`src/design/ordered_list_insert_delete_unit_assert.svh`:
```
// Assertion macros shared by the ordered list unit.
`ifndef ORDERED_LIST_INSERT_DELETE_UNIT_ASSERT_SVH
`define ORDERED_LIST_INSERT_DELETE_UNIT_ASSERT_SVH

// The consequent must hold in the same cycle as the antecedent.
`define OLID_ASSERT_NOW(label, ante, cons, msg) \
  label: assert property (@(posedge clk) disable iff (rst) (ante) |-> (cons)) \
    else $error(msg);

// The consequent must hold in the cycle after the antecedent.
`define OLID_ASSERT_NEXT(label, ante, cons, msg) \
  label: assert property (@(posedge clk) disable iff (rst) (ante) |=> (cons)) \
    else $error(msg);

`endif

```
`src/design/olid_pkg.sv`:
```
// Package with operation codes, status codes and sizing defaults of the ordered list unit.
package olid_pkg;

  // Default number of list entries.
  localparam int DEPTH_DEFAULT = 8;

  // Operation codes.
  localparam logic [3:0] OP_INS_HEAD   = 4'd0;
  localparam logic [3:0] OP_INS_TAIL   = 4'd1;
  localparam logic [3:0] OP_DEL_HEAD   = 4'd2;
  localparam logic [3:0] OP_DEL_TAIL   = 4'd3;
  localparam logic [3:0] OP_INS_BEFORE = 4'd4;
  localparam logic [3:0] OP_INS_AFTER  = 4'd5;
  localparam logic [3:0] OP_DEL_BEFORE = 4'd6;
  localparam logic [3:0] OP_DEL_AFTER  = 4'd7;
  localparam logic [3:0] OP_SEARCH     = 4'd8;
  localparam logic [3:0] OP_DEL_VALUE  = 4'd9;
  localparam logic [3:0] OP_REPLACE    = 4'd10;
  localparam logic [3:0] OP_READ_AT    = 4'd11;

  // Status codes.
  localparam logic [2:0] ST_OK          = 3'd0;
  localparam logic [2:0] ST_FULL        = 3'd1;
  localparam logic [2:0] ST_EMPTY       = 3'd2;
  localparam logic [2:0] ST_NOT_FOUND   = 3'd3;
  localparam logic [2:0] ST_NO_NEIGHBOR = 3'd4;
  localparam logic [2:0] ST_RANGE       = 3'd5;

endpackage

```
`src/design/ordered_list_insert_delete_unit.sv`:
```
// Ordered list of signed 32-bit entries with shift insert and delete, run by a small sequencer.
//
//   channel | handshake             | fields
//   --------+-----------------------+-----------------------------------
//   in      | in_valid / in_ready   | opcode, key, value, index
//   out     | out_valid / out_ready | status, data, position, count
//
// Key operations scan the entry memory one entry at a time (read, then compare), and every
// shifted entry takes a read state and a write state on the memory.
// A beat passes through the scan, the shifts, a closing step for an insert or delete and a
// fetch for a read or an entry removed by place.
// Input is ready only in idle; a finished result is held until the output register is free.
// Reset empties the list at once; the entry memory itself is never cleared.
module ordered_list_insert_delete_unit
  import olid_pkg::*;
#(
  parameter int DEPTH = DEPTH_DEFAULT
) (
  input  logic               clk,
  input  logic               rst,
  input  logic               in_valid,
  output logic               in_ready,
  input  logic [3:0]         opcode,
  input  logic signed [31:0] key,
  input  logic signed [31:0] value,
  input  logic [2:0]         index,
  output logic               out_valid,
  input  logic               out_ready,
  output logic [2:0]         status,
  output logic signed [31:0] data,
  output logic [3:0]         position,
  output logic [3:0]         count
);

  localparam int CW = $clog2(DEPTH + 1);
  localparam int AW = (DEPTH > 1) ? $clog2(DEPTH) : 1;
  localparam logic [CW-1:0] DEPTH_C = CW'(DEPTH);
  localparam logic [CW-1:0] ONE_C   = CW'(1);

  typedef enum logic [3:0] {
    S_IDLE, S_SCAN_RD, S_SCAN_CMP, S_EXEC, S_INS_RD, S_INS_WR,
    S_GET, S_GOT, S_DEL_RD, S_DEL_WR, S_DONE
  } state_t;

  state_t            state;
  logic [3:0]        op_code;
  logic [31:0]       match_key;
  logic [31:0]       new_value;
  logic [2:0]        read_index;
  logic [CW-1:0]     cnt;
  logic [CW-1:0]     ptr;
  logic [CW-1:0]     tgt;
  logic [CW-1:0]     pos;
  logic [31:0]       hit;
  logic [2:0]        res_status;
  logic [31:0]       res_data;

  // Entry memory with one write port and one registered read port.
  logic [31:0]       mem [DEPTH];
  logic [31:0]       rdata;
  logic [AW-1:0]     raddr;
  logic              mem_we;
  logic [AW-1:0]     mem_wa;
  logic [31:0]       mem_wd;

  logic              full;
  logic              empty;
  logic              key_op;

  assign in_ready = (state == S_IDLE);
  assign full     = (cnt == DEPTH_C);
  assign empty    = (cnt == '0);
  assign key_op   = (opcode >= OP_INS_BEFORE) && (opcode <= OP_REPLACE);

  // Read address: the insert shift reads the entry below, the delete shift the one above.
  always_comb begin
    unique case (state)
      S_INS_RD: raddr = AW'(ptr - ONE_C);
      S_DEL_RD: raddr = AW'(ptr + ONE_C);
      default:  raddr = AW'(ptr);
    endcase
  end

  // Write port selection.
  always_comb begin
    mem_we = 1'b0;
    mem_wa = AW'(ptr);
    mem_wd = rdata;
    unique case (state)
      S_INS_RD: begin
        if (ptr == tgt) begin
          mem_we = 1'b1;
          mem_wd = new_value;
        end
      end
      S_INS_WR, S_DEL_WR: mem_we = 1'b1;
      S_EXEC: begin
        if (op_code == OP_REPLACE && !empty && pos != DEPTH_C) begin
          mem_we = 1'b1;
          mem_wa = AW'(pos);
          mem_wd = new_value;
        end
      end
      default: mem_we = 1'b0;
    endcase
  end

  // Memory array.
  always_ff @(posedge clk) begin
    if (mem_we) begin
      mem[mem_wa] <= mem_wd;
    end
    rdata <= mem[raddr];
  end

  // Sequencer, list state and output register.
  always_ff @(posedge clk) begin
    if (rst) begin
      state     <= S_IDLE;
      cnt       <= '0;
      out_valid <= 1'b0;
    end else begin
      if (out_valid && out_ready && state != S_DONE) begin
        out_valid <= 1'b0;
      end
      unique case (state)
        S_IDLE: begin
          if (in_valid) begin
            op_code    <= opcode;
            match_key  <= key;
            new_value  <= value;
            read_index <= index;
            res_status <= ST_OK;
            res_data   <= '0;
            pos        <= DEPTH_C;
            ptr        <= '0;
            if (key_op && !empty) begin
              state <= S_SCAN_RD;
            end else begin
              state <= S_EXEC;
            end
          end
        end

        S_SCAN_RD: state <= S_SCAN_CMP;

        // Compare one entry against the key; stop on the first match.
        S_SCAN_CMP: begin
          if (rdata == match_key) begin
            pos   <= ptr;
            hit   <= rdata;
            state <= S_EXEC;
          end else if (ptr + ONE_C == cnt) begin
            state <= S_EXEC;
          end else begin
            ptr   <= ptr + ONE_C;
            state <= S_SCAN_RD;
          end
        end

        // Check the operation and pick the shift or read that follows, or finish with its status.
        S_EXEC: begin
          unique case (op_code)
            OP_INS_HEAD, OP_INS_TAIL, OP_INS_BEFORE, OP_INS_AFTER: begin
              if (full) begin
                res_status <= ST_FULL;
                state      <= S_DONE;
              end else if ((op_code == OP_INS_BEFORE || op_code == OP_INS_AFTER)
                           && pos == DEPTH_C) begin
                res_status <= ST_NOT_FOUND;
                state      <= S_DONE;
              end else begin
                ptr   <= cnt;
                state <= S_INS_RD;
                unique case (op_code)
                  OP_INS_HEAD:   tgt <= '0;
                  OP_INS_TAIL:   tgt <= cnt;
                  OP_INS_BEFORE: tgt <= pos;
                  default:       tgt <= pos + ONE_C;
                endcase
              end
            end
            OP_DEL_HEAD, OP_DEL_TAIL: begin
              if (empty) begin
                res_status <= ST_EMPTY;
                state      <= S_DONE;
              end else begin
                ptr   <= (op_code == OP_DEL_HEAD) ? '0 : cnt - ONE_C;
                state <= S_GET;
              end
            end
            OP_DEL_BEFORE: begin
              if (empty) begin
                res_status <= ST_EMPTY;
                state      <= S_DONE;
              end else if (pos == DEPTH_C) begin
                res_status <= ST_NOT_FOUND;
                state      <= S_DONE;
              end else if (pos == '0) begin
                res_status <= ST_NO_NEIGHBOR;
                state      <= S_DONE;
              end else begin
                ptr   <= pos - ONE_C;
                state <= S_GET;
              end
            end
            OP_DEL_AFTER: begin
              if (empty) begin
                res_status <= ST_EMPTY;
                state      <= S_DONE;
              end else if (pos == DEPTH_C) begin
                res_status <= ST_NOT_FOUND;
                state      <= S_DONE;
              end else if (pos + ONE_C >= cnt) begin
                res_status <= ST_NO_NEIGHBOR;
                state      <= S_DONE;
              end else begin
                ptr   <= pos + ONE_C;
                state <= S_GET;
              end
            end
            OP_SEARCH, OP_DEL_VALUE, OP_REPLACE: begin
              if (empty) begin
                res_status <= ST_EMPTY;
                state      <= S_DONE;
              end else if (pos == DEPTH_C) begin
                res_status <= ST_NOT_FOUND;
                state      <= S_DONE;
              end else begin
                res_data <= hit;
                if (op_code == OP_DEL_VALUE) begin
                  ptr   <= pos;
                  state <= S_DEL_RD;
                end else begin
                  state <= S_DONE;
                end
              end
            end
            OP_READ_AT: begin
              if (32'(read_index) >= 32'(cnt)) begin
                res_status <= ST_RANGE;
                state      <= S_DONE;
              end else begin
                ptr   <= CW'(read_index);
                state <= S_GET;
              end
            end
            default: state <= S_DONE;
          endcase
        end

        // Insert: move entries up one place from the tail down to the target.
        S_INS_RD: begin
          if (ptr == tgt) begin
            cnt   <= cnt + ONE_C;
            state <= S_DONE;
          end else begin
            state <= S_INS_WR;
          end
        end

        S_INS_WR: begin
          ptr   <= ptr - ONE_C;
          state <= S_INS_RD;
        end

        // Fetch the entry that is read out or removed.
        S_GET: state <= S_GOT;

        S_GOT: begin
          res_data <= rdata;
          if (op_code == OP_READ_AT) begin
            state <= S_DONE;
          end else begin
            state <= S_DEL_RD;
          end
        end

        // Delete: move later entries down one place.
        S_DEL_RD: begin
          if (ptr + ONE_C >= cnt) begin
            cnt   <= cnt - ONE_C;
            state <= S_DONE;
          end else begin
            state <= S_DEL_WR;
          end
        end

        S_DEL_WR: begin
          ptr   <= ptr + ONE_C;
          state <= S_DEL_RD;
        end

        // Hand the result to the output register once it is free.
        S_DONE: begin
          if (!out_valid || out_ready) begin
            status    <= res_status;
            data      <= res_data;
            position  <= 4'(pos);
            count     <= 4'(cnt);
            out_valid <= 1'b1;
            state     <= S_IDLE;
          end
        end

        default: state <= S_IDLE;
      endcase
    end
  end

`include "ordered_list_insert_delete_unit_assert.svh"

  // The fill count never passes the capacity.
  `OLID_ASSERT_NOW(a_cnt_bound, 1'b1, cnt <= DEPTH_C, "fill count above capacity")

  // The fill count moves by at most one entry per cycle.
  `OLID_ASSERT_NEXT(a_cnt_step, 1'b1, (cnt == $past(cnt)) || (cnt == $past(cnt) + ONE_C) || (cnt + ONE_C == $past(cnt)), "fill count jumped")

  // An accepted beat keeps the sequencer busy in the following cycle.
  `OLID_ASSERT_NEXT(a_busy_after_accept, in_valid && in_ready, !in_ready, "ready right after accept")

  // A finished result waits while the previous one is still held in the output register.
  `OLID_ASSERT_NEXT(a_out_free, state == S_DONE && out_valid && !out_ready, state == S_DONE && out_valid, "result overwrite")

endmodule

```
`config.mk`:
```
export PLATFORM = sky130hd
export DESIGN_NAME = ordered_list_insert_delete_unit
export DESIGN_NICKNAME = d
export VERILOG_FILES = /design/src/design/olid_pkg.sv /design/src/design/ordered_list_insert_delete_unit.sv
export VERILOG_INCLUDE_DIRS = /design/src /design/src/design
export SDC_FILE = /design/constraint.sdc
export NUM_CORES = 1
export LEC_CHECK = 0
export ABC_AREA = 1
export BUFFER_PORTS_ARGS = -buffer_cell sky130_fd_sc_hd__buf_2
export CORE_MARGIN = 8
export CORE_UTILIZATION = 40
export CTS_CLUSTER_SIZE = 14
export DETAILED_ROUTE_END_ITERATION = 10
export GPL_TIMING_DRIVEN = 0
export SLEW_MARGIN = 20
export SYNTH_ARGS = -nofsm -noshare
export SYNTH_HDL_FRONTEND = slang
export SYNTH_SLANG_ARGS = --single-unit
```
`constraint.sdc`:
```
create_clock -name clk -period 8.8 [get_ports clk]
set_input_delay 0.88 -clock clk [delete_from_list [all_inputs] [get_ports clk]]
set_output_delay 0.88 -clock clk [all_outputs]
set_load 0.03 [all_outputs]
```
==> out/summary.log, run 1 <==
[global_routing] Remaining Overflow, GRT 0
[pwr] NetSw 2.46 mW
[logic_synthesis] fraction of synthesis flops using an asynchronous set or reset pin 0%
[logic_synthesis] most used standard cells in the synthesized netlist nand2_1, edfxtp_1, nor2_1, inv_1, o21ai_0
[logic_synthesis] multiplexer share of the synthesized area 0%
[logic_synthesis] cell area after synthesis 20000 µm²
[pwr] standby leakage power 8.76 nW
[run_status] status finished clean
[clock_network] Skew-Pair Late Insertion Delay 0.59 ns
[setup_path] Worst setup SP type flop
[sta] final worst path period share 40.8%
[logic_synthesis] cell type with the highest aggregate area in the netlist edfxtp_1
[global_routing] GRT Overall Usage 18.7%
[sta] setup repair after global routing missed its margin no
[pwr] Switching Fraction 34.0%
[placed_design] post-placement cell count 2507
[clock_network] buffers inserted during post-CTS setup optimization 0
[setup_path] data arrival time of the critical path 3.88 ns
[sta] Peak Freq 279 MHz
[logic_synthesis] number of flip-flops and latches in the synthesized netlist 490
[die] Placement Rows 82
[sta] hold slack final 0.417 ns
[placed_design] routability congestion estimate from global placement 0.924
[logic_synthesis] simple-gate share of the synthesized area 13.7%
[die] IO Count 120
[route] residual antenna-violating net count after detailed routing 0
[route] post-detailed-route wirelength per cell 20.7 µm
[final_layout] area overhead of the layout relative to synthesis 17.6%
[logic_synthesis] number of synthesized flops with an enable pin 449
[global_routing] wire length of the first global-routing pass 81000 µm
[die] vertical extent of the die 240 µm
[final_layout] post-route design area 23500 µm²
[die] overall die width 240 µm
[setup_path] endpoint of the worst setup timing path mem[2][30]
[final_layout] Net count, final 1978
[sta] Final Worst Setup Slack 5.21 ns
[die] total die area 57500 µm²
[pwr] power share of the combinational group 27.7%
[logic_synthesis] Synth Flop Type edfxtp_1
[setup_path] capture point of the worst reg-to-reg path mem[2][30]
[global_routing] maximum number of pins on one net before global-route repair 23
[sta] transition time of the tightest slew-check pin 1.05 ns
[final_layout] count of non-filler cells in the finished layout 2599
[global_routing] via count of the first global-routing pass 13158
[clock_network] clock root cell clkbuf_16
[clock_network] post-CTS resize count 0
[clock_network] CTS clk-pin slew, worst paths 0.06 ns
[final_layout] antenna diode count 0
[logic_synthesis] most used standard cell by instance count after synthesis nand2_1
[setup_path] required arrival time at the worst endpoint 9.09 ns
[sta] Final Max Slew Viols 0
[clock_network] Max Root-Sink Buffers 3
[global_routing] global-route met1 utilization 23.4%
[setup_path] source of the worst register-to-register timing path cnt[0]
[route] Starting DRT DRC Count 1349
[global_routing] highest-utilization routing layer at the global route stage met2
[run] number of max-cap violations 0
[sta] total of endpoints with negative setup slack in the final report 0
[route] detail-routed via count per cell 5.05
[setup_path] cell depth of the worst flop-to-flop path 10
[clock_network] clock tree from TritonCTS built
[sta] final hold violations 0
[global_routing] initial antenna violation count 0
[pwr] register share of total power 43.5%
[setup_path] critical path start-end classification reg2reg
[route] Via Count 13133
[die] Initial Utilization 40.2%
[pwr] Cell Int Power 4.77 mW
[route] detailed-route DRC error count 0
[logic_synthesis] post-synthesis share of cell area spent on full adders, half adders and majority gates 1.06%
[logic_synthesis] average cell area after synthesis 11.8 µm²
[logic_synthesis] Synthesized Nets 1783
[clock_network] Num CTS Buffers 49
[placed_design] Port Buf Inserts 118
[pwr] Power per Cell Area 307 nW/µm²
[logic_synthesis] synthesized-area fraction occupied by ao, oa, aoi and oai cells 8.27%
[clock_network] clock sinks 490
[worst_hold_path] Hold WC Path Type reg2reg
[route] overall routed net length 53900 µm
[global_routing] met2 track demand over resource in global routing 32.2%
[route] Initial DRT Pass Iterations 8
[sta] skew final 0.0128 ns
[logic_synthesis] post-synthesis cell type count 48
[clock_network] Max H-tree Level 2
[logic_synthesis] proportion of synthesized chip area in sequential cells 71.4%
[setup_path] kind of end point of the critical path flop
[final_layout] count of fill cells added during filler insertion 4419
[pwr] Worst VDD drop 0.000134 V
[logic_synthesis] main combinational cell family by area after synthesis simple AND/OR/NAND/NOR gates
[logic_synthesis] number of instances in the synthesized netlist 1691
[placed_design] worst setup slack before clock tree synthesis 5.23 ns
[sta] post-route minimum period 3.59 ns
[placed_design] Post-Place Cell Area 21900 µm²
[placed_design] detailed-placement wirelength estimate 39900 µm
[logic_synthesis] share of Yosys cell area claimed by the top area cell type 67.3%
[global_routing] global-route met3 utilization 2.92%
[clock_network] number of buffers inserted by hold repair at cts 0
[setup_path] Worst setup startpoint cnt[0]
[logic_synthesis] yosys synthesis warning count 0
[logic_synthesis] share of the synthesized netlist area taken by xor and xnor gates 1.27%
[logic_synthesis] cells taking the most area after synthesis edfxtp_1, nand2_1, dfxtp_1
[setup_path] flop2flop setup slack 5.21 ns
[final_layout] fraction of final layout cells with drive strength greater than 1 16.0%
[sta] Slew headroom 29.4%
[setup_path] Crit Path Max Fanout 20
[pwr] clock power share 28.8%
[die] Core ar. 49800 µm²
[cells in the final DEF (no fill, tap or decap), types with 23 or more instances in the layout]
cell type	count
nor2_1	102
edfxtp_1	449
nand2_1	504
o2bb2ai_1	32
buf_2	146
clkbuf_16	51
o21ai_0	103
a21oi_1	82
dfxtp_1	41
o21ai_1	49
buf_4	23
nand3_1	27
inv_1	107
[area by class of cell]
cell class                      count  area (µm²)  area share, %
Tap cell                          672         841           3.57
Inverter                          116         435           1.85
Clock inverter                     23         205          0.871
Sequential cell                   490       14300           60.7
Multi-Input combinational cell   1022        4960           21.1
Buffer                             63         420           1.79
Timing Repair Buffer              144         980           4.16
Clock buffer                       69        1400           5.96
[registers in the layout, indices dropped and copies added, names as in the netlist]
register	cells
cnt	4
count	4
data	32
hit	32
match_key	32
mem	256
new_value	32
op_code	4
out_valid	1
pos	4
position	4
ptr	4
rdata	32
read_index	3
res_data	32
res_status	3
state	4
status	3
tgt	4
[kinds of logic after synthesis]
logic type | after synthesis
compound gates | 292
simple gates | 684
buf+inv | 179
fa+ha+maj | 17
flops | 490
xor+xnor | 29
[layer usage]
metal  up-vias  part of all wire, %
li1       6249                    -
met1      6313                   40
met5         -                    0
met2       460                   49
met4         0                  3.8
met3       111                  6.7
[worst min path at each step]
| stage | start | endpoint | slack, ns | depth (start not counted) |
|---|---|---|---|---|
| 6_report | res_data[3] | data[3] | 0.42 | 0 |
| 2_1_floorplan | res_data[0] | data[0] | 0.40 | 0 |
| 3_3_place_gp | res_data[29] | data[29] | 0.40 | 0 |
| 3_5_place_dp | res_data[3] | data[3] | 0.40 | 0 |
| 5_1_grt | res_data[4] | data[4] | 0.43 | 0 |
| 4_1_cts | res_data[3] | data[3] | 0.42 | 0 |
[critical path, cell delays in order (launching register included)]
cell and delay, ns:
dfxtp_1 0.59, inv_1 0.25, ha_1 0.30, nand3_2 0.14, nand2_1 0.12, inv_2 0.13, nand4_4 0.19, o21ai_0 0.45
nand2_1 0.24, nor2_4 0.63, buf_16 0.23
[through the flow]
step | utilization, % | total power, mW | setup TNS [ns]
6_report | 47.3 | 7.23 | 0
5_1_grt | 47.3 | 7.57 | 0
4_1_cts | 47.3 | 7.26 | 0
3_5_place_dp | 44.1 | 5.17 | 0
3_3_place_gp | 43.1 | 5.11 | -44.16
2_1_floorplan | - | 4.40 | 0
[power groups by stage]
stage	Sequential, mW	Clock, mW	Combinational (mW)
floorplan	3.13	0	1.27
global route	3.16	2.20	2.21
detailed placement	3.19	0	1.99
global placement	3.21	0	1.90
finish	3.14	2.08	2.00
CTS	3.14	2.12	2.00
(Power assumes the default switching activity.)
==> run 2: changes to the inputs <==
==> constraint.sdc (replaced) <==
create_clock -name clk -period 3.5 [get_ports clk]
set_input_delay 0.35 -clock clk [delete_from_list [all_inputs] [get_ports clk]]
set_output_delay 0.35 -clock clk [all_outputs]
set_load 0.03 [all_outputs]
==> out/summary.log, run 2 (synthesized netlist as in run 1, its figures left out) <==
[placed_design] Port Buf Inserts 118
[sta] total of endpoints with negative setup slack in the final report 13
[sta] final worst path period share 101%
[placed_design] Post-Place Cell Area 21900 µm²
[global_routing] wire length of the first global-routing pass 82100 µm
[sta] transition time of the tightest slew-check pin 0.953 ns
[clock_network] Max H-tree Level 2
[placed_design] routability congestion estimate from global placement 0.928
[setup_path] kind of end point of the critical path flop
[route] overall routed net length 55000 µm
[final_layout] final design utilization 49.1%
[die] vertical extent of the die 240 µm
[sta] skew final 0.0161 ns
[die] Placement Rows 82
[clock_network] Num CTS Buffers 50
[final_layout] Reg with most FFs mem
[sta] Peak Freq 283 MHz
[route] residual antenna-violating net count after detailed routing 0
[sta] hold slack final 0.127 ns
[pwr] Power per Cell Area 753 nW/µm²
[final_layout] max FFs per register 256
[final_layout] most common cell after layout, fill and taps aside nand2_1
[placed_design] detailed-placement wirelength estimate 39600 µm
[clock_network] CTS clk-pin slew, worst paths 0.06 ns
[route] Initial DRT Pass Iterations 5
[run] number of max-cap violations 0
[route] detail-routed via count per cell 5.03
[pwr] Worst VDD drop 0.000355 V
[die] Initial Utilization 40.2%
[final_layout] most frequent cells in the layout nand2_1, edfxtp_1, buf_2, inv_1, nor2_1
[final_layout] Net count, final 2056
[die] Core ar. 49800 µm²
[route] post-detailed-route wirelength per cell 20.6 µm
[final_layout] area overhead of the layout relative to synthesis 22.0%
[setup_path] required arrival time at the worst endpoint 3.74 ns
[clock_network] clock tree from TritonCTS built
[die] total die area 57500 µm²
[run_status] violations in the final reports setup timing
[die] overall die width 240 µm
[sta] setup repair after global routing missed its margin yes
[setup_path] Crit Path Max Fanout 10
[setup_path] critical path start-end classification reg2reg
[die] IO Count 120
[clock_network] clock root cell clkbuf_16
[final_layout] antenna diode count 0
[clock_network] clock sinks 490
[run_status] status finished with violations
[global_routing] initial antenna violation count 0
[final_layout] fraction of final layout cells with drive strength greater than 1 16.0%
[global_routing] Remaining Overflow, GRT 0
[sta] final hold violations 0
[clock_network] Max Root-Sink Buffers 3
[sta] post-route minimum period 3.53 ns
[setup_path] Worst setup SP type flop
[global_routing] via count of the first global-routing pass 13552
[sta] Final Worst Setup Slack -0.0303 ns
[clock_network] Skew-Pair Late Insertion Delay 0.60 ns
[sta] Final Max Slew Viols 0
[global_routing] maximum number of pins on one net before global-route repair 23
[sta] Slew headroom 35.8%
[global_routing] GRT Overall Usage 19.0%
[setup_path] data arrival time of the critical path 3.77 ns
[route] Via Count 13451
[pwr] standby leakage power 9.15 nW
[route] Starting DRT DRC Count 1102
[route] detailed-route DRC error count 0
[worst_hold_path] Hold WC Path Type in2reg
[final_layout] post-route design area 24400 µm²
[pwr] final total power 18.4 mW
==> run 2: timing repair <==
action,in CTS,in global routing
endpoints found under the setup margin,167,228
hold buffers,71,0
hold endpoints to repair,71,0
gates resized for setup,5,17
pin swaps,6,2
setup buffers,10,3
==> run 2: power breakdown <==
| part | leakage [nW] | switching, mW | internal (mW) | total (mW) |
|---|---|---|---|---|
| combinational | 3.89 | 3.62 | 1.53 | 5.15 |
| clock | 0.818 | 2.23 | 3.12 | 5.34 |
| sequential | 4.44 | 0.394 | 7.51 | 7.90 |
| total | 9.15 | 6.24 | 12.2 | 18.4 |
==> run 2: area by class of cell <==
type	count	area (µm²)
fillers	4287	25300
flip-flops and latches	490	14300
multi-input cells	1022	4970
repair buffers	221	1800
clock buffers	68	1450
well taps	672	841
inverters	116	435
plain buffers	63	420
clock inverters	23	204
==> run 2: critical path: stages, from the launching register on <==
cell and delay, ns:
edfxtp_1 0.52, inv_1 0.24, ha_1 0.19, inv_1 0.05
nor2_1 0.32, nand2_1 0.18, nand2_1 0.15, inv_2 0.10
nand4_4 0.14, nand2_2 0.22, buf_2 0.28, o21ai_0 0.77
==> run 2: worst paths after layout <==
path,from,endpoint,slack (ns),cells after the start
min,out_ready,out_valid,0.13,4
max,pos[0],mem[4][8],-0.03,11
min reg2reg,res_status[0],status[0],0.42,0
max reg2reg,pos[0],mem[4][8],-0.03,11
==> run 2: per-layer routing <==
layer | part of all wire [%] | GRT usage, % | up-vias
li1 | - | - | 6414
met1 | 39 | 23.2 | 6443
met2 | 50 | 33.2 | 486
met3 | 6.7 | 3.35 | 108
met4 | 3.5 | 7.06 | 0
met5 | 0 | 0 | -
==> run 2: per-stage QoR <==
stage,cells,setup WS (ns),TNS (ns)
2_1_floorplan,1691,0.0952,0
3_3_place_gp,2481,-1.81,-533.53
3_5_place_dp,2500,-0.131,-7.51
4_1_cts,2672,0.00574,0
5_1_grt,2675,-0.142,-5.78
6_report,2675,-0.0303,-0.227
==> run 3: changes to the inputs <==
--- a/config.mk
+++ b/config.mk
@@ -10,9 +10,11 @@
 export BUFFER_PORTS_ARGS = -buffer_cell sky130_fd_sc_hd__buf_2
 export CORE_MARGIN = 8
 export CORE_UTILIZATION = 40
+export CTS_BUF_LIST = sky130_fd_sc_hd__clkbuf_2 sky130_fd_sc_hd__clkbuf_4 sky130_fd_sc_hd__clkbuf_8
 export CTS_CLUSTER_SIZE = 14
 export DETAILED_ROUTE_END_ITERATION = 10
 export GPL_TIMING_DRIVEN = 0
+export PLACE_DENSITY = 0.52
 export SLEW_MARGIN = 20
 export SYNTH_ARGS = -nofsm -noshare
 export SYNTH_HDL_FRONTEND = slang
==> out/summary.log, run 3 (synthesized netlist as in run 1, its figures left out) <==
[run_status] status finished with violations
[run_status] violations in the final reports setup timing
[worst_hold_path] source of the worst hold timing path out_ready
[placed_design] routability congestion estimate from global placement 0.882
[die] total die area 57500 µm²
[setup_path] Worst setup startpoint pos[0]
[setup_path] required arrival time at the worst endpoint 3.79 ns
[clock_network] Max H-tree Level 3
[pwr] Worst VDD drop 0.000274 V
[sta] skew final 0.0440 ns
[final_layout] most frequent cells in the layout nand2_1, edfxtp_1, buf_2, inv_1, nor2_1
[global_routing] initial antenna violation count 2
[setup_path] data arrival time of the critical path 3.81 ns
[setup_path] capture point of the worst reg-to-reg path mem[3][12]
[die] Placement Rows 82
[route] overall routed net length 55700 µm
[placed_design] detailed-placement wirelength estimate 39500 µm
[die] Initial Utilization 40.2%
[worst_hold_path] end point of the worst hold path out_valid
[pwr] NetSw 6.41 mW
[clock_network] clock sinks 490
[route] detailed-route DRC error count 0
[final_layout] most common cell after layout, fill and taps aside nand2_1
[sta] Final Worst Setup Slack -0.0249 ns
[die] vertical extent of the die 240 µm
[pwr] Switching Fraction 35.3%
[global_routing] maximum number of pins on one net before global-route repair 23
[final_layout] fraction of final layout cells with drive strength greater than 1 18.6%
[clock_network] Skew-Pair Late Insertion Delay 0.66 ns
[clock_network] clock tree from TritonCTS built
[sta] Peak Freq 284 MHz
[sta] Final Max Slew Viols 0
[pwr] Cell Int Power 11.8 mW
[setup_path] critical path start-end classification reg2reg
[final_layout] Reg with most FFs mem
[sta] final worst path period share 101%
[route] Starting DRT DRC Count 1138
[route] Initial DRT Pass Iterations 5
[placed_design] Port Buf Inserts 118
[global_routing] Remaining Overflow, GRT 0
[route] residual antenna-violating net count after detailed routing 0
[final_layout] Net count, final 2096
[pwr] power share of the combinational group 29.0%
[route] post-detailed-route wirelength per cell 20.3 µm
[clock_network] clock root cell clkbuf_8
[sta] total of endpoints with negative setup slack in the final report 8
[die] overall die width 240 µm
[worst_hold_path] Hold WC Path Type in2reg
[sta] setup repair after global routing missed its margin yes
[clock_network] CTS clk-pin slew, worst paths 0.06 ns
[route] detail-routed via count per cell 4.94
[setup_path] Worst setup SP type flop
[pwr] clock power share 27.5%
[setup_path] cell depth of the worst flop-to-flop path 11
[clock_network] Max Root-Sink Buffers 3
[final_layout] final design utilization 49.4%
[sta] final hold violations 0
[global_routing] via count of the first global-routing pass 13447
[sta] post-route minimum period 3.52 ns
[placed_design] post-placement cell count 2502
[setup_path] flop2flop setup slack -0.02 ns
[sta] transition time of the tightest slew-check pin 1.08 ns
[die] Core ar. 49800 µm²
[sta] Slew headroom 27.0%
[clock_network] Num CTS Buffers 83
[global_routing] wire length of the first global-routing pass 82500 µm
[worst_hold_path] number of stages on the worst hold path 4
[run] number of max-cap violations 0
[final_layout] count of non-filler cells in the finished layout 2743
[pwr] register share of total power 43.5%
[final_layout] max FFs per register 256
[sta] hold slack final 0.112 ns
[final_layout] area overhead of the layout relative to synthesis 22.6%
[setup_path] kind of end point of the critical path flop
[route] Via Count 13564
[pwr] Power per Cell Area 740 nW/µm²
[die] IO Count 120
[setup_path] source of the worst register-to-register timing path pos[0]
[pwr] standby leakage power 9.26 nW
[setup_path] Crit Path Max Fanout 10
[global_routing] GRT Overall Usage 19.3%
run 3: cell types whose count changed in the layout (fill, tap and decap cells not counted), sizes merged:
cell,before,now
buf,205,212
inv,118,117
diode,0,1
bufinv,3,0
clkinv,16,22
clkbuf,76,134
run 3: what timing repair did:
item,in CTS,in global routing
buffers inserted,5,13
hold buffers,71,0
endpoints found under the setup margin,140,241
pin swaps,4,5
gates cloned,0,0
endpoints found under the hold margin,71,0
gates resized for setup,15,12
run 3: worst max path at each step:
| stage | cells after the start | end | slack, ns |
|---|---|---|---|
| 2_1_floorplan | 5 | match_key[0] | 0.1 |
| 5_1_grt | 11 | mem[6][12] | -0.18 |
| 3_5_place_dp | 11 | mem[3][28] | -0.15 |
| 4_1_cts | 13 | mem[4][6] | 0.02 |
| 6_report | 11 | mem[3][12] | -0.02 |
| 3_3_place_gp | 9 | mem[3][23] | -1.89 |
run 3: metrics by stage:
step / worst slack (ns) / setup TNS (ns) / area [µm²] / power, mW
final: -0.0249 / -0.102 / 24600 / 18.2
after floorplan: 0.0952 / 0 / 20100 / 11.1
after global routing: -0.181 / -4.92 / 24600 / 19.2
after detailed placement: -0.155 / -7.58 / 22000 / 13.2
after global placement: -1.89 / -530.90 / 21500 / 13.0
after CTS: 0.0197 / 0 / 24400 / 18.3
run 3: power by group through the flow:
stage	logic [mW]	registers, mW	clock network, mW
after floorplan	3.20	7.86	0
after global placement	5.00	8.03	0
after detailed placement	5.16	8.02	0
after CTS	5.26	7.90	5.13
after global routing	5.84	7.95	5.37
final	5.27	7.90	4.99
run 3: worst max-delay path, cell delays in order (launching register included):
cell,delay [ns]
edfxtp_1,0.52
inv_1,0.24
ha_1,0.19
inv_1,0.05
nor2_1,0.27
nand2_1,0.18
nand2_1,0.15
inv_2,0.09
nand4_4,0.13
nand2_2,0.20
buf_2,0.27
o21ai_0,0.86
run 3: final cells by class:
type | count | area [µm²]
clock inverters | 25 | 143
inverters | 116 | 435
multi-input cells | 1022 | 4990
flip-flops and latches | 490 | 14300
plain buffers | 63 | 420
repair buffers | 228 | 1940
fillers | 4478 | 25200
clock buffers | 126 | 1480
diodes | 1 | 2.50
well taps | 672 | 841
run 3: metal layers:
layer  vias up  routed length (µm)  global-route usage [%]  part of all wire, %
met2       384               26200                    31.1                   47
li1       6513                   -                       -                    -
met1      6571               24500                    25.6                   44
met5         -                   0                       0                    0
met4         0                1640                    7.58                  2.9
met3        96                3450                    3.66                  6.2
